`src/design/omd_pkg.sv`:
```
// ----------------------------------------------------------------------------
// omd_pkg: shared types and constants of the opcode message deframer
// Phase codes, message and field kind codes, opcode values and the result
// record passed from the parser to the output register.
// ----------------------------------------------------------------------------
`default_nettype none

package omd_pkg;

  // Parser phases
  typedef enum logic [3:0] {
    PH_HDR,
    PH_VIS,
    PH_POSTER,
    PH_CONTENT,
    PH_ACKSUB,
    PH_COUNT,
    PH_NAMES,
    PH_POSTS,
    PH_FOLLOWERS,
    PH_FOLLOWING,
    PH_ERRSUB,
    PH_DEAD
  } phase_t;

  // Message kind codes
  localparam logic [2:0] MK_PENDING = 3'd0;
  localparam logic [2:0] MK_NOTIFY  = 3'd1;
  localparam logic [2:0] MK_ACK     = 3'd2;
  localparam logic [2:0] MK_ERROR   = 3'd3;
  localparam logic [2:0] MK_UNKNOWN = 3'd4;

  // Field kind codes
  localparam logic [3:0] FK_PARTIAL      = 4'd0;
  localparam logic [3:0] FK_OPCODE       = 4'd1;
  localparam logic [3:0] FK_ACK_SUBJECT  = 4'd2;
  localparam logic [3:0] FK_ERR_SUBJECT  = 4'd3;
  localparam logic [3:0] FK_COUNT        = 4'd4;
  localparam logic [3:0] FK_NAME_CHAR    = 4'd5;
  localparam logic [3:0] FK_NAME_END     = 4'd6;
  localparam logic [3:0] FK_VISIBILITY   = 4'd7;
  localparam logic [3:0] FK_POSTER_CHAR  = 4'd8;
  localparam logic [3:0] FK_POSTER_END   = 4'd9;
  localparam logic [3:0] FK_CONTENT_CHAR = 4'd10;
  localparam logic [3:0] FK_CONTENT_END  = 4'd11;
  localparam logic [3:0] FK_POSTS        = 4'd12;
  localparam logic [3:0] FK_FOLLOWERS    = 4'd13;
  localparam logic [3:0] FK_FOLLOWING    = 4'd14;
  localparam logic [3:0] FK_IGNORED      = 4'd15;

  // Opcodes and acknowledgement subjects
  localparam logic [15:0] OP_NOTIFY      = 16'd9;
  localparam logic [15:0] OP_ACK         = 16'd10;
  localparam logic [15:0] OP_ERROR       = 16'd11;
  localparam logic [15:0] SUB_LIST_A     = 16'd4;
  localparam logic [15:0] SUB_LIST_B     = 16'd7;
  localparam logic [15:0] SUB_STATS      = 16'd8;

  localparam logic [7:0]  NUL_CHAR       = 8'h00;

  // One result item
  typedef struct packed {
    logic [2:0]  msg_kind;
    logic [3:0]  field_kind;
    logic [15:0] field_value;
    logic        message_done;
  } result_t;

endpackage

`default_nettype wire

```
`src/design/omd_chan_if.sv`:
```
// ----------------------------------------------------------------------------
// omd_chan_if: byte and result channels of the deframer
// Valid/ready channels; an item moves when valid and ready are both high.
// ----------------------------------------------------------------------------
`default_nettype none

interface omd_byte_if;
  logic       valid;
  logic       ready;
  logic [7:0] rx_byte;

  modport source (output valid, output rx_byte, input ready);
  modport sink   (input valid, input rx_byte, output ready);
endinterface

interface omd_result_if;
  logic        valid;
  logic        ready;
  logic [2:0]  msg_kind;
  logic [3:0]  field_kind;
  logic [15:0] field_value;
  logic        message_done;

  modport source (output valid, output msg_kind, output field_kind,
                  output field_value, output message_done, input ready);
  modport sink   (input valid, input msg_kind, input field_kind,
                  input field_value, input message_done, output ready);
endinterface

`default_nettype wire

```
`src/design/omd_parser.sv`:
```
// ----------------------------------------------------------------------------
// omd_parser: message framing state machine
// Decodes one byte per enabled cycle against the current phase, gives the
// result for that byte and updates the framing state.
// ----------------------------------------------------------------------------
`default_nettype none

module omd_parser
  import omd_pkg::*;
(
  input  wire logic       clk,
  input  wire logic       rst,
  input  wire logic       step,
  input  wire logic [7:0] rx_byte,
  output result_t         result
);

  phase_t      phase, phase_next;
  logic [7:0]  held_byte, held_byte_next;
  logic        held, held_next;
  logic [2:0]  kind, kind_next;
  logic [14:0] names_expected, names_expected_next;
  logic [14:0] names_seen, names_seen_next;

  logic        short_full;
  logic [15:0] short_val;
  logic [15:0] count_val;
  logic [14:0] seen_inc;
  logic        short_phase;

  function automatic logic [2:0] kind_of(input logic [15:0] op);
    logic [2:0] k;
    k = MK_UNKNOWN;
    if (op == OP_NOTIFY) k = MK_NOTIFY;
    else if (op == OP_ACK) k = MK_ACK;
    else if (op == OP_ERROR) k = MK_ERROR;
    return k;
  endfunction

  // Big-endian short assembly
  assign short_full = held;
  assign short_val  = {held_byte, rx_byte};
  assign count_val  = short_val[15] ? 16'd0 : short_val;
  assign seen_inc   = names_seen + 15'd1;

  always_comb begin
    case (phase)
      PH_HDR, PH_ACKSUB, PH_COUNT, PH_POSTS,
      PH_FOLLOWERS, PH_FOLLOWING, PH_ERRSUB: short_phase = 1'b1;
      default:                               short_phase = 1'b0;
    endcase
  end

  // Result for the current byte
  always_comb begin
    result.msg_kind     = kind;
    result.field_kind   = FK_PARTIAL;
    result.field_value  = 16'd0;
    result.message_done = 1'b0;
    case (phase)
      PH_HDR: begin
        if (!short_full) begin
          result.msg_kind = MK_PENDING;
        end else begin
          result.msg_kind    = kind_of(short_val);
          result.field_kind  = FK_OPCODE;
          result.field_value = short_val;
        end
      end
      PH_VIS: begin
        result.field_kind  = FK_VISIBILITY;
        result.field_value = {8'd0, rx_byte};
      end
      PH_POSTER: begin
        if (rx_byte != NUL_CHAR) begin
          result.field_kind  = FK_POSTER_CHAR;
          result.field_value = {8'd0, rx_byte};
        end else begin
          result.field_kind = FK_POSTER_END;
        end
      end
      PH_CONTENT: begin
        if (rx_byte != NUL_CHAR) begin
          result.field_kind  = FK_CONTENT_CHAR;
          result.field_value = {8'd0, rx_byte};
        end else begin
          result.field_kind   = FK_CONTENT_END;
          result.message_done = 1'b1;
        end
      end
      PH_ACKSUB: begin
        if (short_full) begin
          result.field_kind   = FK_ACK_SUBJECT;
          result.field_value  = short_val;
          result.message_done = (short_val != SUB_LIST_A) && (short_val != SUB_LIST_B)
                                && (short_val != SUB_STATS);
        end
      end
      PH_COUNT: begin
        if (short_full) begin
          result.field_kind  = FK_COUNT;
          result.field_value = count_val;
        end
      end
      PH_NAMES: begin
        if (names_seen < names_expected) begin
          if (rx_byte != NUL_CHAR) begin
            result.field_kind  = FK_NAME_CHAR;
            result.field_value = {8'd0, rx_byte};
          end else begin
            result.field_kind   = FK_NAME_END;
            result.message_done = (seen_inc == names_expected);
          end
        end else begin
          // zero count: the byte after the count closes the message
          result.field_kind   = FK_IGNORED;
          result.message_done = 1'b1;
        end
      end
      PH_POSTS: begin
        if (short_full) begin
          result.field_kind  = FK_POSTS;
          result.field_value = short_val;
        end
      end
      PH_FOLLOWERS: begin
        if (short_full) begin
          result.field_kind  = FK_FOLLOWERS;
          result.field_value = short_val;
        end
      end
      PH_FOLLOWING: begin
        if (short_full) begin
          result.field_kind   = FK_FOLLOWING;
          result.field_value  = short_val;
          result.message_done = 1'b1;
        end
      end
      PH_ERRSUB: begin
        if (short_full) begin
          result.field_kind   = FK_ERR_SUBJECT;
          result.field_value  = short_val;
          result.message_done = 1'b1;
        end
      end
      default: begin
        result.msg_kind   = MK_UNKNOWN;
        result.field_kind = FK_IGNORED;
      end
    endcase
  end

  // Next framing state
  always_comb begin
    phase_next          = phase;
    held_byte_next      = held_byte;
    held_next           = held;
    kind_next           = kind;
    names_expected_next = names_expected;
    names_seen_next     = names_seen;

    if (short_phase) begin
      if (!short_full) begin
        held_byte_next = rx_byte;
        held_next      = 1'b1;
      end else begin
        held_byte_next = 8'd0;
        held_next      = 1'b0;
      end
    end

    case (phase)
      PH_HDR: begin
        if (short_full) begin
          kind_next = kind_of(short_val);
          case (short_val)
            OP_NOTIFY: phase_next = PH_VIS;
            OP_ACK:    phase_next = PH_ACKSUB;
            OP_ERROR:  phase_next = PH_ERRSUB;
            default:   phase_next = PH_DEAD;
          endcase
        end
      end
      PH_VIS:    phase_next = PH_POSTER;
      PH_POSTER: if (rx_byte == NUL_CHAR) phase_next = PH_CONTENT;
      PH_ACKSUB: begin
        if (short_full) begin
          if (short_val == SUB_LIST_A || short_val == SUB_LIST_B) phase_next = PH_COUNT;
          else if (short_val == SUB_STATS) phase_next = PH_POSTS;
        end
      end
      PH_COUNT: begin
        if (short_full) begin
          names_expected_next = count_val[14:0];
          names_seen_next     = 15'd0;
          phase_next          = PH_NAMES;
        end
      end
      PH_NAMES: begin
        if (names_seen < names_expected && rx_byte == NUL_CHAR) names_seen_next = seen_inc;
      end
      PH_POSTS:     if (short_full) phase_next = PH_FOLLOWERS;
      PH_FOLLOWERS: if (short_full) phase_next = PH_FOLLOWING;
      PH_CONTENT, PH_FOLLOWING, PH_ERRSUB: ;
      default: begin
        phase_next = PH_DEAD;
        kind_next  = MK_UNKNOWN;
      end
    endcase

    // end of message: back to the header
    if (result.message_done) begin
      phase_next     = PH_HDR;
      held_byte_next = 8'd0;
      held_next      = 1'b0;
    end
  end

  // State registers
  always_ff @(posedge clk) begin
    if (rst) begin
      phase          <= PH_HDR;
      held_byte      <= 8'd0;
      held           <= 1'b0;
      kind           <= MK_UNKNOWN;
      names_expected <= 15'd0;
      names_seen     <= 15'd0;
    end else if (step) begin
      phase          <= phase_next;
      held_byte      <= held_byte_next;
      held           <= held_next;
      kind           <= kind_next;
      names_expected <= names_expected_next;
      names_seen     <= names_seen_next;
    end
  end

endmodule

`default_nettype wire

```
`src/design/opcode_message_byte_deframer.sv`:
```
// ----------------------------------------------------------------------------
// opcode_message_byte_deframer: server message byte deframer
// Registers each received byte, decodes it against the framing state and
// registers one result item per byte.
//
//   channel       dir  payload                                         items
//   byte_chan     in   rx_byte[7:0]                                    1/byte
//   result_chan   out  msg_kind, field_kind, field_value, message_done 1/byte
//
// One byte a cycle sustained while the result channel is ready; each byte passes
// the byte register, then the result register. The rate is set by the single framing state update done per byte.
// rst (synchronous) empties both register stages and returns to the header.
// A stalled result holds in the output register; the byte register still
// takes one more byte while it waits.
// ----------------------------------------------------------------------------
`default_nettype none

module opcode_message_byte_deframer
  import omd_pkg::*;
(
  input  wire logic     clk,
  input  wire logic     rst,
  omd_byte_if.sink      byte_chan,
  omd_result_if.source  result_chan
);

  logic       byte_vld;
  logic [7:0] byte_reg;
  logic       res_vld;
  result_t    res_reg;
  result_t    step_res;
  logic       res_free;
  logic       advance;

  // Stage handshake
  assign res_free       = !res_vld || result_chan.ready;
  assign advance        = byte_vld && res_free;
  assign byte_chan.ready = !byte_vld || advance;

  // Input byte register
  always_ff @(posedge clk) begin
    if (rst) begin
      byte_vld <= 1'b0;
    end else if (byte_chan.ready) begin
      byte_vld <= byte_chan.valid;
    end
  end

  always_ff @(posedge clk) begin
    if (byte_chan.valid && byte_chan.ready) begin
      byte_reg <= byte_chan.rx_byte;
    end
  end

  omd_parser u_parser (
    .clk     (clk),
    .rst     (rst),
    .step    (advance),
    .rx_byte (byte_reg),
    .result  (step_res)
  );

  // Result register
  always_ff @(posedge clk) begin
    if (rst) begin
      res_vld <= 1'b0;
    end else if (res_free) begin
      res_vld <= advance;
    end
  end

  always_ff @(posedge clk) begin
    if (advance) begin
      res_reg <= step_res;
    end
  end

  assign result_chan.valid        = res_vld;
  assign result_chan.msg_kind     = res_reg.msg_kind;
  assign result_chan.field_kind   = res_reg.field_kind;
  assign result_chan.field_value  = res_reg.field_value;
  assign result_chan.message_done = res_reg.message_done;

  // Checks
  a_byte_held: assert property (@(posedge clk) disable iff (rst)
    byte_vld && !advance |=> byte_vld && $stable(byte_reg))
    else $error("byte register lost a pending item");

  a_pending_partial: assert property (@(posedge clk) disable iff (rst)
    res_vld && res_reg.msg_kind == MK_PENDING |->
      res_reg.field_kind == FK_PARTIAL && !res_reg.message_done)
    else $error("header byte reported as complete");

  a_ignored_done: assert property (@(posedge clk) disable iff (rst)
    res_vld && res_reg.field_kind == FK_IGNORED && res_reg.message_done |->
      res_reg.msg_kind == MK_ACK)
    else $error("ignored byte closed a message other than an acknowledgement");

  a_step_loads: assert property (@(posedge clk) disable iff (rst)
    advance |=> res_vld)
    else $error("decoded item not held in result register");

endmodule

`default_nettype wire
```
`src/flat_wrapper.sv`:
```
// flat-port wrapper written by rule: the top's interface ports become plain ports
module opcode_message_byte_deframer_flat import omd_pkg::*;
  (clk, rst, byte_chan_valid, byte_chan_rx_byte, byte_chan_ready, result_chan_valid, result_chan_msg_kind, result_chan_field_kind, result_chan_field_value, result_chan_message_done, result_chan_ready);
  omd_byte_if byte_chan_i ();
  omd_result_if result_chan_i ();
  input  wire logic clk;
  input  wire logic rst;
  input wire logic [$bits(byte_chan_i.valid)-1:0] byte_chan_valid;
  input wire logic [$bits(byte_chan_i.rx_byte)-1:0] byte_chan_rx_byte;
  output wire logic [$bits(byte_chan_i.ready)-1:0] byte_chan_ready;
  output wire logic [$bits(result_chan_i.valid)-1:0] result_chan_valid;
  output wire logic [$bits(result_chan_i.msg_kind)-1:0] result_chan_msg_kind;
  output wire logic [$bits(result_chan_i.field_kind)-1:0] result_chan_field_kind;
  output wire logic [$bits(result_chan_i.field_value)-1:0] result_chan_field_value;
  output wire logic [$bits(result_chan_i.message_done)-1:0] result_chan_message_done;
  input wire logic [$bits(result_chan_i.ready)-1:0] result_chan_ready;
  assign byte_chan_i.valid = byte_chan_valid;
  assign byte_chan_i.rx_byte = byte_chan_rx_byte;
  assign byte_chan_ready = byte_chan_i.ready;
  assign result_chan_valid = result_chan_i.valid;
  assign result_chan_msg_kind = result_chan_i.msg_kind;
  assign result_chan_field_kind = result_chan_i.field_kind;
  assign result_chan_field_value = result_chan_i.field_value;
  assign result_chan_message_done = result_chan_i.message_done;
  assign result_chan_i.ready = result_chan_ready;
  opcode_message_byte_deframer u_core (.clk(clk), .rst(rst), .byte_chan(byte_chan_i), .result_chan(result_chan_i));
endmodule
```
`config.mk`:
```
export PLATFORM = sky130hd
export DESIGN_NAME = opcode_message_byte_deframer_flat
export DESIGN_NICKNAME = d
export VERILOG_FILES = /design/src/design/omd_pkg.sv /design/src/design/omd_chan_if.sv /design/src/design/omd_parser.sv /design/src/design/opcode_message_byte_deframer.sv /design/src/flat_wrapper.sv
export SDC_FILE = /design/constraint.sdc
export NUM_CORES = 1
export LEC_CHECK = 0
export ABC_AREA = 1
export BUFFER_PORTS_ARGS = -buffer_cell sky130_fd_sc_hd__buf_2
export CORE_ASPECT_RATIO = 2
export CORE_MARGIN = 5
export CORE_UTILIZATION = 65
export CTS_CLUSTER_SIZE = 28
export DETAILED_ROUTE_END_ITERATION = 10
export PLACE_DENSITY = 0.9
export SYNTH_ARGS = -nofsm -noshare
export SYNTH_HDL_FRONTEND = slang
export SYNTH_SLANG_ARGS = --single-unit
```
`constraint.sdc`:
```
create_clock -name clk -period 6.3 [get_ports clk]
set_input_delay 1.26 -clock clk [delete_from_list [all_inputs] [get_ports clk]]
set_output_delay 1.26 -clock clk [all_outputs]
set_load 0.005 [all_outputs]
```
Yosys cells after proc, flatten, opt, wreduce, memory -nomap -nowiden
Cells that the tools add are included.
{ "word_totals": {"reg_bits": 80} }
{ "classes": {"add_sub_neg": 1, "n_lt_le_gt_ge": 1, "n_eq_ne": 31, "n_mux": 48, "bitwise": 1, "reduce_logical": 24} }
{ "op_table": {"columns": ["op", "count"], "rows": [
  ["one-hot mux 16 bit (10 select lines)", 1],
  ["equality test 16 x 4 -> 1 bit (second input constant)", 4],
  ["two-way mux 19 bit", 3],
  ["two-way mux 15 bit", 3],
  ["one-hot mux 4 bit (11 select lines)", 1],
  ["two-way mux 20 bit", 2],
  ["two-way mux 4 bit", 10],
  ["equality test 16 x 3 -> 1 bit (second input constant)", 2],
  ["two-way mux 8 bit", 4],
  ["inequality test 16 x 3 -> 1 bit (second input constant)", 2],
  ["one-hot mux 4 bit (8 select lines)", 1],
  ["one-hot mux 15 bit (2 select lines)", 1],
  ["two-way mux 21 bit", 1],
  ["inequality test 3 x 2 -> 1 bit (second input constant)", 6],
  ["two-way mux 17 bit", 1],
  ["equality test 4 x 3 -> 1 bit (second input constant)", 4],
  ["two-way mux 16 bit", 1],
  ["inequality test 16 x 4 -> 1 bit (second input constant)", 1],
  ["adder 15 x 1 -> 15 bit (second input constant)", 1],
  ["equality test 15 bit", 1],
  ["< comparator 15 bit", 1],
  ["two-way mux 3 bit", 5],
  ["equality test 4 bit (second input constant)", 3],
  ["one-hot mux 3 bit (2 select lines)", 2],
  ["other kinds (25)", 45]
]} }

Longest topological paths before layout
Gate-level depths: netlist (run 1).
{ "depth": {"word_depth": 7, "ltp_mapped": 20, "depth_no_buf": 20} }

Modules after synthesis
From an unflattened synthesis (run 1), not the netlist that was laid out.
{ "unflattened": {"cells_unflattened": 619, "area_unflattened_um2": 4615.7} }
{ "modules_own_cells": {"columns": ["mod", "n_inst", "cells_each", "area_per_inst_um2", "seq_area_each_um2"], "rows": [
  ["omd_parser", 1, 575, 3563.4, 920.9],
  ["opcode_message_byte_deframer", 1, 44, 1052.3, 1001.0]
]} }

Worst setup path after synthesis (run 1)
OpenSTA, ideal clock, no wires.
{ "synth_path": {"kind": "input port to flip-flop", "startpoint": "in result_chan_ready", "endpoint": "reg u_core.u_parser.names_seen[6]", "arrival_time_ns": 2.747, "slack_ns": 3.483, "stages": 9, "path_buffers": 1, "cell_sequence": "inv_1 -> nand2_1 -> nand2_1 -> inv_1 -> nand3_1 -> nand2_1 -> clkbuf_1 -> o21ai_0 -> a21oi_1"} }
{ "synth_between": {"elab_chain_len": 3} }
{ "synth_rtl": {"columns": ["item", "line_no", "source"], "rows": [
  ["start, declared", "flat_wrapper.sv:16", "input wire logic [$bits(result_chan_i.ready)-1:0] result_chan_ready;"],
  ["logical OR 1 bit", "opcode_message_byte_deframer.sv:36", "assign res_free = !res_vld || result_chan.ready;"],
  ["logical AND 1 bit", "opcode_message_byte_deframer.sv:37", "assign advance = byte_vld && res_free;"],
  ["net u_core.advance", "opcode_message_byte_deframer.sv:33", "logic advance;"],
  ["AND reduction 4 bit (no source line)", null, null],
  ["end signal, assigned", "omd_parser.sv:234", "names_seen <= names_seen_next;"],
  ["end, declared", "omd_parser.sv:23", "logic [14:0] names_seen, names_seen_next;"]
]} }
The timed path passes the listed nets, and every way through them passes these cells.
A chain may end at the register's enable or synchronous reset.

Final worst setup path (run 1)
{ "layout_path": {"startpoint": "reg u_core.u_parser.names_seen[2]", "endpoint": "reg u_core.u_parser.names_seen[0]"} }
{ "layout_between": {"elab_chain_len": 4} }
{ "layout_rtl": {"columns": ["item", "line_no", "source"], "rows": [
  ["< comparator 15 bit", "omd_parser.sv:200", "if (names_seen < names_expected && rx_byte == NUL_CHAR) names_seen_next = seen_inc;"],
  ["logical AND 1 bit", "omd_parser.sv:200", null],
  ["inequality test 2 bit (no source line)", null, null],
  ["AND reduction 4 bit (no source line)", null, null]
]} }
Every way passes these cells.

==> results of run 1 <==
-- kinds of logic after synthesis --
| family | after synthesis | synth area share (%) |
|---|---|---|
| AO/OA/AOI/OAI | 99 | 13.0 |
| AND/OR/NAND/NOR | 318 | 31.6 |
| buffers and inverters | 93 | 8.36 |
| flip-flops | 80 | 42.1 |
| adder cells (fa/ha/maj) | 16 | 4.38 |
| XOR/XNOR | 2 | 0.548 |
-- stage by stage --
step | util [%] | hold slack, ns | setup WS [ns]
3_3_place_gp | 69.5 | 0.454 | 3.28
2_1_floorplan | - | 0.437 | 3.48
4_1_cts | 73.7 | 0.479 | 3.31
6_report | 73.7 | 0.478 | 3.18
5_1_grt | 73.7 | 0.508 | 2.83
3_5_place_dp | 69.5 | 0.463 | 3.09
-- cell usage in the layout, fill, tap and decap left out, types with 13 or more instances in the layout --
cell | Yosys | layout
sky130_fd_sc_hd__ha_1 | 16 | 16
sky130_fd_sc_hd__dfxtp_1 | 48 | 48
sky130_fd_sc_hd__nand2_1 | 129 | 129
sky130_fd_sc_hd__nor2_1 | 80 | 80
sky130_fd_sc_hd__inv_1 | 73 | 73
sky130_fd_sc_hd__nor3_1 | 13 | 13
sky130_fd_sc_hd__buf_2 | 2 | 37
sky130_fd_sc_hd__edfxtp_1 | 32 | 32
sky130_fd_sc_hd__a21oi_1 | 43 | 43
sky130_fd_sc_hd__o21ai_0 | 22 | 22
sky130_fd_sc_hd__nand3_1 | 44 | 44
sky130_fd_sc_hd__a22oi_1 | 16 | 16
-- layout make-up --
class | count | area (sq um)
clock inverter | 5 | 57.6
sequential | 80 | 1920
inverter | 78 | 295
tap | 90 | 113
clock buffer | 11 | 233
fill | 566 | 1810
timing repair buffer | 38 | 193
multi-input combinational | 435 | 2260
-- metal layers --
metal	track usage [%]	up-vias	part of all wire, %
met5	0	-	0
met4	24.5	0	7.5
met3	4.14	72	4.4
met2	57.8	185	55
met1	27.4	2034	33
li1	-	2108	-
-- worst min-delay path, stage by stage, from the launching register on --
cell	delay [ns]
sky130_fd_sc_hd__dfxtp_1	0.32
sky130_fd_sc_hd__nand2_1	0.05
sky130_fd_sc_hd__nand3_1	0.07
-- report_power, final --
| group | total (mW) | switching (mW) | internal (mW) |
|---|---|---|---|
| sequential | 0.605 | 0.0268 | 0.578 |
| combinational | 0.254 | 0.171 | 0.0825 |
| clock | 0.509 | 0.203 | 0.306 |
| total | 1.37 | 0.401 | 0.967 |
-- path summary, 6_finish.rpt --
kind                                                     from                       endpoint  slack (ns)  depth (start not counted)
worst min register to register        u_core.u_parser.kind[2]        u_core.u_parser.kind[2]        0.48                          2
worst max-delay path            u_core.u_parser.names_seen[2]  u_core.u_parser.names_seen[0]        3.18                         13
worst max register to register  u_core.u_parser.names_seen[2]  u_core.u_parser.names_seen[0]        3.18                         13
worst min-delay path                  u_core.u_parser.kind[2]        u_core.u_parser.kind[2]        0.48                          2
==> qor.json, run 1 <==
{
  "synth_ff_type": "sky130_fd_sc_hd__dfxtp_1",
  "synth_area_per_cell_sq_um": 7.51,
  "report.final.hold_viol_count": 0,
  "final_net_count": 670,
  "areaGrowthSynthToFinish_pct": 11.2,
  "number_of_i_o_pins": 38,
  "num_vias": 4399,
  "buffer_ports.inserted": 37,
  "drtPass1Iterations": 7,
  "globalRoute.totalOverflow": 0,
  "post_cts_resized": 0,
  "yosys.area.top_type_share_pct": 21.0,
  "grt_first_pass_wirelength_microns": 21100,
  "detailed_place_hpwl_microns": 9400,
  "clkSinkCount": 80,
  "report.power.total_mw": 1.37,
  "critical_path.cell_chain": "ha_1 -> a21oi_1 -> o21ai_0 -> nand4_1 -> nand2_1 -> nand3_1 -> nand2_1 -> nor2_1 -> nand3_1 -> nand2_1 -> inv_1 -> a21oi_1 -> a211oi_1",
  "tightest_slew_ns": 1.04,
  "largest_register_ff_count": 16,
  "post_synthesis_instance_area_sq_um": 4570,
  "antenna_violations_before_repair": 0,
  "layout-drive-gt1-share_pct": 14.2,
  "cts_hold_buffers": 0,
  "die_width_microns": 69.3,
  "yosys.cell_count.top_type": "sky130_fd_sc_hd__nand2_1",
  "crit_path_max_fanout": 24,
  "run_status": "complete, no violations",
  "worst_path_dominant_cell_family": "simple AND/OR/NAND/NOR gates",
  "synth.largest_area_cell": "sky130_fd_sc_hd__dfxtp_1",
  "worst_ir_drop_vdd_mv": 0.261,
  "synth_area_leaders": "sky130_fd_sc_hd__dfxtp_1 21%, sky130_fd_sc_hd__edfxtp_1 21%, sky130_fd_sc_hd__nand2_1 11%",
  "pwr_density_cell_nw_per_um2": 270,
  "p_leak_nw": 2.16,
  "synthTopCellsByCount": "129 x sky130_fd_sc_hd__nand2_1, 80 x sky130_fd_sc_hd__nor2_1, 73 x sky130_fd_sc_hd__inv_1",
  "via_to_cell_ratio": 5.97,
  "ys_seq_area_share_pct": 42.1,
  "die_area_sq_um": 8900,
  "max_slew_margin_pct": 30.3,
  "place.gp.congestion": 0.956,
  "worst_ep_required_time_ns": 6.50,
  "stdcell_area_sq_um": 5080,
  "worst_path_slowest_cell": "sky130_fd_sc_hd__nand2_1",
  "core_region_area_sq_um": 6890,
  "cts_buffers": 9,
  "first_global_vias": 4553,
  "critical_path.most_common_cell": "sky130_fd_sc_hd__nand2_1",
  "die_span_y_microns": 129,
  "largest_net_degree_at_the_start_of_global_routing": 33,
  "clk_transition_reported_paths_ns": 0.06,
  "clk_latency_ns": 0.34,
  "cts_max_path_buffers": 2,
  "htreeDepth": 3,
  "yosys_register_bits": 80,
  "cts_post_setup_buffers_inserted": 0,
  "maxClockFrequency_mhz": 321,
  "criticalPathCategory": "flip-flop to flip-flop",
  "max-cap-violations": 0,
  "postRouteAntennaNets": 0,
  "fin_crit_sh_pct": 49.5,
  "finish.cell_count_without_fillers": 737,
  "hold_path_class": "flip-flop to flip-flop",
  "placedCellCount": 721,
  "layout_min_cycle_time_ns": 3.12,
  "tritoncts": "done",
  "postSynthCellCount": 608,
  "synthDistinctLibCells": 48,
  "remaining_drc_errors": 0,
  "setup-tns-final_ns": 0,
  "wl_per_cell_microns": 17.1,
  "synth_async_sr_flop_share_pct": 0,
  "totalWireLength_microns": 12600,
  "diodes": 0,
  "crit_path_start_kind": "flip-flop",
  "setup_repair_after_global_routing_missed_its_margin": "no",
  "skew_ns": 0.00336,
  "final_max_slew_viol_count": 0,
  "ys.warnings.count": 0,
  "floorplan.initialDensity_pct": 66.3,
  "worst_path_largest_cell_delay_ns": 0.63,
  "floorplan.rows": 43,
  "postPlaceCellArea_sq_um": 4790,
  "postSynthNetCount": 636,
  "initialDrtViolationCount": 333,
  "synth_edf_count": 32,
  "worstPathBufferInverterCount": 1,
  "setup.worst_path.end_class": "flip-flop",
  "cts.root.buffer_cell": "sky130_fd_sc_hd__clkbuf_16",
  "setup_viol_count_final": 0,
  "groute.usage.overall_pct": 30.1,
  "wp_data_arrival_ns": 3.31
}
(Power assumes the default switching activity.)
==> run 2, diff against run 1 <==
- CORE_UTILIZATION: 65 -> 54
- PLACE_DENSITY: 0.9 -> 0.8
- clock period: 6.3 -> 2.73 ns (I/O delays scaled with it)
==> qor.json, run 2 (synthesized netlist as in run 1, its figures left out) <==
{
  "layout_min_cycle_time": {"value": 2.52, "unit": "ns", "change": "-0.596 ns"},
  "grt_first_pass_wirelength": {"value": 20600, "unit": "microns", "change": "-2.0%"},
  "setup_viol_count_final": {"value": 0, "change": "unchanged"},
  "hold_path_class": "input port to flip-flop",
  "floorplan.initialDensity": {"value": 55.1, "unit": "%", "change": "-11 points"},
  "antenna_violations_before_repair": {"value": 0, "change": "unchanged"},
  "totalWireLength": {"value": 12800, "unit": "microns", "change": "+1.7%"},
  "clk_latency": {"value": 0.33, "unit": "ns", "change": "about the same"},
  "largest_register_ff_count": {"value": 16, "change": "unchanged"},
  "diodes": {"value": 0, "change": "unchanged"},
  "buffer_ports.inserted": {"value": 37, "change": "unchanged"},
  "die_width": {"value": 75.0, "unit": "microns", "change": "+8.3%"},
  "cts_hold_buffers": {"value": 0, "change": "unchanged"},
  "max_slew_margin": {"value": 55.5, "unit": "%", "change": "+25 points"},
  "detailed_place_hpwl": {"value": 9770, "unit": "microns", "change": "+3.9%"},
  "worst_ep_required_time": {"value": 2.93, "unit": "ns", "change": "-3.57 ns"},
  "die_span_y": {"value": 140, "unit": "microns", "change": "+9.0%"},
  "cts_max_path_buffers": {"value": 2, "change": "unchanged"},
  "number_of_i_o_pins": {"value": 38, "change": "unchanged"},
  "tritoncts": "done",
  "core_region_area": {"value": 8290, "unit": "sq um", "change": "+20%"},
  "multi_input_area": {"value": 2270, "unit": "sq um", "change": "+0.50%"},
  "remaining_drc_errors": {"value": 0, "change": "unchanged"},
  "final_max_slew_viol_count": {"value": 0, "change": "unchanged"},
  "hold_ws": {"value": 0.387, "unit": "ns", "change": "-0.0904 ns"},
  "tightest_slew": {"value": 0.666, "unit": "ns", "change": "-0.375 ns"},
  "skew": {"value": 0.00464, "unit": "ns", "change": "+0.00129 ns"},
  "layout.cells.most_common": "sky130_fd_sc_hd__nand2_1",
  "report.final.hold_viol_count": {"value": 0, "change": "unchanged"},
  "run_status": "complete, no violations",
  "crit_path_start_kind": "flip-flop",
  "p_leak": {"value": 2.24, "unit": "nW", "change": "+3.5%"},
  "clkSinkCount": {"value": 80, "change": "unchanged"},
  "layout-drive-gt1-share": {"value": 16.6, "unit": "%", "change": "+2.3 points"},
  "die_area": {"value": 10500, "unit": "sq um", "change": "+18%"},
  "max-cap-violations": {"value": 0, "change": "unchanged"},
  "final-seq-area": {"value": 1920, "unit": "sq um", "change": "about the same"},
  "floorplan.rows": {"value": 47, "change": "+9.3%"},
  "nFillCells": {"value": 730, "change": "+29%"},
  "clk_transition_reported_paths": {"value": 0.06, "unit": "ns", "change": "about the same"},
  "crit_path_max_fanout": {"value": 16, "change": "-33%"},
  "pwr_density_cell": {"value": 599, "unit": "nW/um^2", "change": "+120%"},
  "initialDrtViolationCount": {"value": 290, "change": "-13%"},
  "criticalPathCategory": "flip-flop to flip-flop",
  "cts_post_setup_buffers_inserted": {"value": 0, "change": "unchanged"},
  "areaGrowthSynthToFinish_pct": 13.8,
  "via_to_cell_ratio": {"value": 5.78, "change": "-3.2%"},
  "cts_buffers": {"value": 9, "change": "unchanged"},
  "wl_per_cell": {"value": 16.8, "unit": "microns", "change": "-1.6%"},
  "fin_crit_sh": {"value": 92.3, "unit": "%", "change": "+43 points"},
  "groute.usage.overall": {"value": 25.9, "unit": "%", "change": "-4.2 points"},
  "place.gp.congestion": {"value": 0.985, "change": "+3.1%"},
  "largest_net_degree_at_the_start_of_global_routing": {"value": 32, "change": "-3.0%"},
  "final_net_count": {"value": 687, "change": "+2.5%"},
  "cts.root.buffer_cell": "sky130_fd_sc_hd__clkbuf_16",
  "postRouteAntennaNets": {"value": 0, "change": "unchanged"},
  "htreeDepth": {"value": 3, "change": "unchanged"},
  "drtPass1Iterations": {"value": 5, "change": "-2"},
  "setup.worst_path.end_class": "flip-flop",
  "report.power.total": {"value": 3.11, "unit": "mW", "change": "+130%"},
  "globalRoute.totalOverflow": {"value": 0, "change": "unchanged"},
  "worst_ir_drop_vdd": {"value": 0.486, "unit": "mV", "change": "+86%"},
  "num_vias": {"value": 4401, "change": "+0.045%"},
  "first_global_vias": {"value": 4539, "change": "-0.31%"},
  "commonest_cells_after_routing_fill_and_taps_aside": "129 x sky130_fd_sc_hd__nand2_1, 80 x sky130_fd_sc_hd__nor2_1, 73 x sky130_fd_sc_hd__inv_1",
  "maxClockFrequency": {"value": 397, "unit": "MHz", "change": "+24%"},
  "wp_data_arrival": {"value": 2.72, "unit": "ns", "change": "-0.59 ns"}
}
==> run 2: changes by cell type in the layout (fill, tap and decap cells not counted), sizes merged <==
cell | previous run | this run
buf | 38 | 54
clkinv | 2 | 5
clkinvlp | 3 | 1
bufinv | 1 | 0
o21ai | 25 | 26
==> run 2: final cells by class <==
type	count	share of cell area, %
Tap cell	98	2.36
Clock inverter	5	0.650
Clock buffer	11	4.48
Multi-Input combinational cell	436	43.8
Sequential cell	80	37.0
Timing Repair Buffer	54	6.02
Inverter	78	5.68
==> run 2: power by group <==
group / switching [mW] / leakage, nW / total [mW] / internal [mW]
Combinational: 0.436 / 1.41 / 0.643 / 0.207
Sequential: 0.0473 / 0.699 / 1.38 / 1.33
Clock: 0.472 / 0.127 / 1.09 / 0.615
==> run 2: worst paths after layout <==
check / from / endpoint / slack (ns) / depth (start not counted)
min: byte_chan_rx_byte[1] / u_core.byte_reg[1] / 0.39 / 1
max reg2reg: u_core.u_parser.names_expected[6] / u_core.u_parser.held_byte[4] / 0.21 / 13
max: u_core.u_parser.names_expected[6] / u_core.u_parser.held_byte[4] / 0.21 / 13
min reg2reg: u_core.u_parser.kind[2] / u_core.u_parser.kind[2] / 0.47 / 2
==> run 2: critical path, stage by stage, from the launching register on <==
cell                      delay, ns
sky130_fd_sc_hd__dfxtp_1       0.37
sky130_fd_sc_hd__inv_1         0.11
sky130_fd_sc_hd__ha_1          0.32
sky130_fd_sc_hd__a21oi_1       0.16
sky130_fd_sc_hd__o21a_1        0.14
sky130_fd_sc_hd__nand2_1       0.09
sky130_fd_sc_hd__nand3_1       0.08
sky130_fd_sc_hd__nand2_1       0.10
sky130_fd_sc_hd__nand2_1       0.23
sky130_fd_sc_hd__nand3_4       0.24
sky130_fd_sc_hd__o21ai_4       0.31
sky130_fd_sc_hd__inv_4         0.10
sky130_fd_sc_hd__nand2_1       0.08
sky130_fd_sc_hd__a21oi_1       0.06
==> run 2: routing by layer <==
layer / vias to the layer above / GRT usage (%) / share of wire (%)
met5: - / 0 / 0
met4: 0 / 24.2 / 10
met3: 84 / 3.30 / 3.6
met2: 178 / 46.0 / 54
met1: 2003 / 23.6 / 32
li1: 2136 / - / -
==> run 2: what timing repair did <==
item / in CTS / in global routing
endpoints found under the hold margin: 0 / 0
resized for setup: 0 / 2
setup endpoints to repair: 0 / 10
==> run 2: through the flow <==
| stage | setup TNS (ns) | setup slack [ns] | util (%) | area (sq um) | cells |
|---|---|---|---|---|---|
| finish | 0 | 0.210 | 62.7 | 5190 | 762 |
| global route | -0.0807 | -0.0807 | 62.7 | 5190 | 762 |
| CTS | 0 | 0.144 | 62.5 | 5180 | 761 |
| detailed placement | 0 | 0.192 | 59.3 | 4920 | 745 |
| global placement | 0 | 0.233 | 59.3 | 4920 | 745 |
| floorplan | 0 | 0.627 | - | 4570 | 608 |
==> run 3, diff against run 2 <==
- CORE_UTILIZATION: 54 -> 25
- PLACE_DENSITY: 0.8 -> 0.45
==> qor.json, run 3 (synthesized netlist as in run 1, its figures left out) <==
{
  "layout_min_cycle_time": {"value": 2.54, "unit": "ns", "change": "+0.0199 ns"},
  "worst_path_largest_cell_delay": {"value": 0.44, "unit": "ns", "change": "+0.07 ns"},
  "ff2ff_setup_slack": {"value": 0.19, "unit": "ns", "change": "-0.02 ns"},
  "skew": {"value": 0.00716, "unit": "ns", "change": "+0.00252 ns"},
  "report.final.hold_viol_count": {"value": 0, "change": "unchanged"},
  "die_width": {"value": 106, "unit": "microns", "change": "+41%"},
  "htreeDepth": {"value": 3, "change": "unchanged"},
  "wl_per_cell": {"value": 16.7, "unit": "microns", "change": "-1.0%"},
  "setup.worst_path.end_class": "flip-flop",
  "clkSinkCount": {"value": 80, "change": "unchanged"},
  "num_vias": {"value": 4251, "change": "-3.4%"},
  "min_delay_src": "byte_chan_rx_byte[0]",
  "die_area": {"value": 21200, "unit": "sq um", "change": "+100%"},
  "totalWireLength": {"value": 14700, "unit": "microns", "change": "+15%"},
  "final_net_count": {"value": 691, "change": "+0.58%"},
  "tightest_slew": {"value": 0.721, "unit": "ns", "change": "+0.0550 ns"},
  "max_slew_margin": {"value": 51.8, "unit": "%", "change": "-3.7 points"},
  "placedCellCount": {"value": 864, "change": "+16%"},
  "cts_max_path_buffers": {"value": 2, "change": "unchanged"},
  "worst_path_slowest_cell": "sky130_fd_sc_hd__dfxtp_1",
  "finish.cell_count_without_fillers": {"value": 884, "change": "+16%"},
  "commonest_cells_after_routing_fill_and_taps_aside": "129 x sky130_fd_sc_hd__nand2_1, 80 x sky130_fd_sc_hd__nor2_1, 73 x sky130_fd_sc_hd__inv_1",
  "hold_ws": {"value": 0.382, "unit": "ns", "change": "-0.00491 ns"},
  "final-seq-area": {"value": 1920, "unit": "sq um", "change": "about the same"},
  "worst_path_dominant_cell_family": "simple AND/OR/NAND/NOR gates",
  "ff2ff_path_depth": {"value": 15, "change": "+2"},
  "buffer_ports.inserted": {"value": 37, "change": "unchanged"},
  "multi_input_area": {"value": 2270, "unit": "sq um", "change": "-0.39%"},
  "die_span_y": {"value": 201, "unit": "microns", "change": "+44%"},
  "antenna_violations_before_repair": {"value": 0, "change": "unchanged"},
  "critical_path.cell_chain": "nand2_2 -> nor2_2 -> nand2_1 -> nand3_1 -> nand2_1 -> nor2_1 -> nand2_1 -> nor2_2 -> nand3_2 -> nand3_4 -> o21ai_4 -> buf_12 -> inv_4 -> nand2_1 -> a21oi_1",
  "largest_register_ff_count": {"value": 16, "change": "unchanged"},
  "worstPathBufferInverterCount": {"value": 2, "change": "unchanged"},
  "drtPass1Iterations": {"value": 4, "change": "-1"},
  "final_max_slew_viol_count": {"value": 0, "change": "unchanged"},
  "groute.usage.overall": {"value": 14.4, "unit": "%", "change": "-12 points"},
  "timing.hold.worst_endpoint": "u_core.byte_reg[0]",
  "globalRoute.totalOverflow": {"value": 0, "change": "unchanged"},
  "largest_net_degree_at_the_start_of_global_routing": {"value": 32, "change": "unchanged"},
  "floorplan.rows": {"value": 70, "change": "+49%"},
  "critical_path.most_common_cell": "sky130_fd_sc_hd__nand2_1",
  "initialDrtViolationCount": {"value": 248, "change": "-14%"},
  "max-cap-violations": {"value": 0, "change": "unchanged"},
  "core_region_area": {"value": 18100, "unit": "sq um", "change": "+120%"},
  "postPlaceCellArea": {"value": 5070, "unit": "sq um", "change": "+3.2%"},
  "areaGrowthSynthToFinish_pct": 20.7,
  "stdcell_area": {"value": 5510, "unit": "sq um", "change": "+6.1%"},
  "cts_buffers": {"value": 9, "change": "unchanged"},
  "grt_first_pass_wirelength": {"value": 23400, "unit": "microns", "change": "+14%"},
  "criticalPathCategory": "flip-flop to flip-flop",
  "run_status": "complete, no violations",
  "fin_crit_sh": {"value": 93.0, "unit": "%", "change": "+0.73 points"},
  "layout.cells.most_common": "sky130_fd_sc_hd__nand2_1",
  "remaining_drc_errors": {"value": 0, "change": "unchanged"},
  "hold-path-cell-count": {"value": 1, "change": "unchanged"},
  "place.gp.congestion": {"value": 0.935, "change": "-5.1%"},
  "clk_transition_reported_paths": {"value": 0.07, "unit": "ns", "change": "about the same"},
  "worst_ir_drop_vdd": {"value": 0.324, "unit": "mV", "change": "-33%"},
  "crit_path_max_fanout": {"value": 12, "change": "-4"},
  "clk_latency": {"value": 0.35, "unit": "ns", "change": "+0.02 ns"},
  "number_of_i_o_pins": {"value": 38, "change": "unchanged"},
  "hold_path_class": "input port to flip-flop",
  "critical_path.reg2reg.startpoint": "u_core.u_parser.names_seen[3]",
  "tritoncts": "done",
  "p_leak": {"value": 2.33, "unit": "nW", "change": "+4.2%"},
  "cts.root.buffer_cell": "sky130_fd_sc_hd__clkbuf_16",
  "maxClockFrequency": {"value": 394, "unit": "MHz", "change": "-0.78%"},
  "wp_data_arrival": {"value": 2.82, "unit": "ns", "change": "+0.10 ns"},
  "setup_viol_count_final": {"value": 0, "change": "unchanged"},
  "diodes": {"value": 0, "change": "unchanged"},
  "worst_ep_required_time": {"value": 3.01, "unit": "ns", "change": "+0.08 ns"},
  "via_to_cell_ratio": {"value": 4.81, "change": "-17%"},
  "setup-tns-final": {"value": 0, "unit": "ns", "change": "unchanged"},
  "postRouteAntennaNets": {"value": 0, "change": "unchanged"},
  "crit_path_start_kind": "flip-flop",
  "r2r_end": "u_core.u_parser.held_byte[2]",
  "layout-drive-gt1-share": {"value": 17.7, "unit": "%", "change": "+1.1 points"},
  "nFillCells": {"value": 1900, "change": "+160%"},
  "floorplan.initialDensity": {"value": 25.2, "unit": "%", "change": "-30 points"},
  "detailed_place_hpwl": {"value": 11700, "unit": "microns", "change": "+19%"},
  "pwr_density_cell": {"value": 662, "unit": "nW/um^2", "change": "+11%"},
  "first_global_vias": {"value": 4441, "change": "-2.2%"}
}
[run 3: layout make-up]
type                       count  area share (%)
multi-input combinational    435            41.1
timing repair buffer          59            6.58
tap                          216            4.90
sequential                    80            34.9
inverter                      78            5.36
clock buffer                   9            4.09
clock inverter                 7            3.04
[run 3: per-layer routing]
| metal | up-vias | GRT usage (%) | share of wire, % |
|---|---|---|---|
| met5 | - | 0 | 0 |
| met4 | 0 | 12.1 | 8.3 |
| met3 | 49 | 1.93 | 2.1 |
| met2 | 92 | 27.9 | 57 |
| met1 | 1966 | 12.6 | 32 |
| li1 | 2144 | - | - |
[run 3: worst max-delay path by stage]
stage,startpoint,to,cells past startpoint
final,u_core.u_parser.names_seen[3],u_core.u_parser.held_byte[2],15
after global routing,u_core.u_parser.names_seen[2],u_core.u_parser.held_byte[2],15
after CTS,u_core.u_parser.names_seen[0],u_core.u_parser.held,16
after detailed placement,u_core.u_parser.names_seen[0],u_core.u_parser.held,16
after global placement,u_core.u_parser.names_expected[6],u_core.u_parser.held,13
after floorplan,result_chan_ready,u_core.u_parser.names_seen[6],9
[run 3: timing repair]
item                       4_1_cts  5_1_grt
setup buffers                    0        4
hold buffers                     0        0
setup endpoints to repair        0       12
gates resized for setup          0        3
[run 3: where the power goes]
| part | switching [mW] | total (mW) | internal [mW] |
|---|---|---|---|
| combinational | 0.443 | 0.669 | 0.226 |
| clock | 0.510 | 1.59 | 1.08 |
| sequential | 0.0552 | 1.39 | 1.33 |
[run 3: through the flow]
stage	power [mW]	utilization, %	worst slack, ns
final	3.65	30.4	0.190
after global routing	3.82	30.4	-0.00752
after CTS	3.67	30.1	0.142
after detailed placement	2.06	28.0	0.149
after global placement	2.06	28.0	0.158
after floorplan	1.84	-	0.627
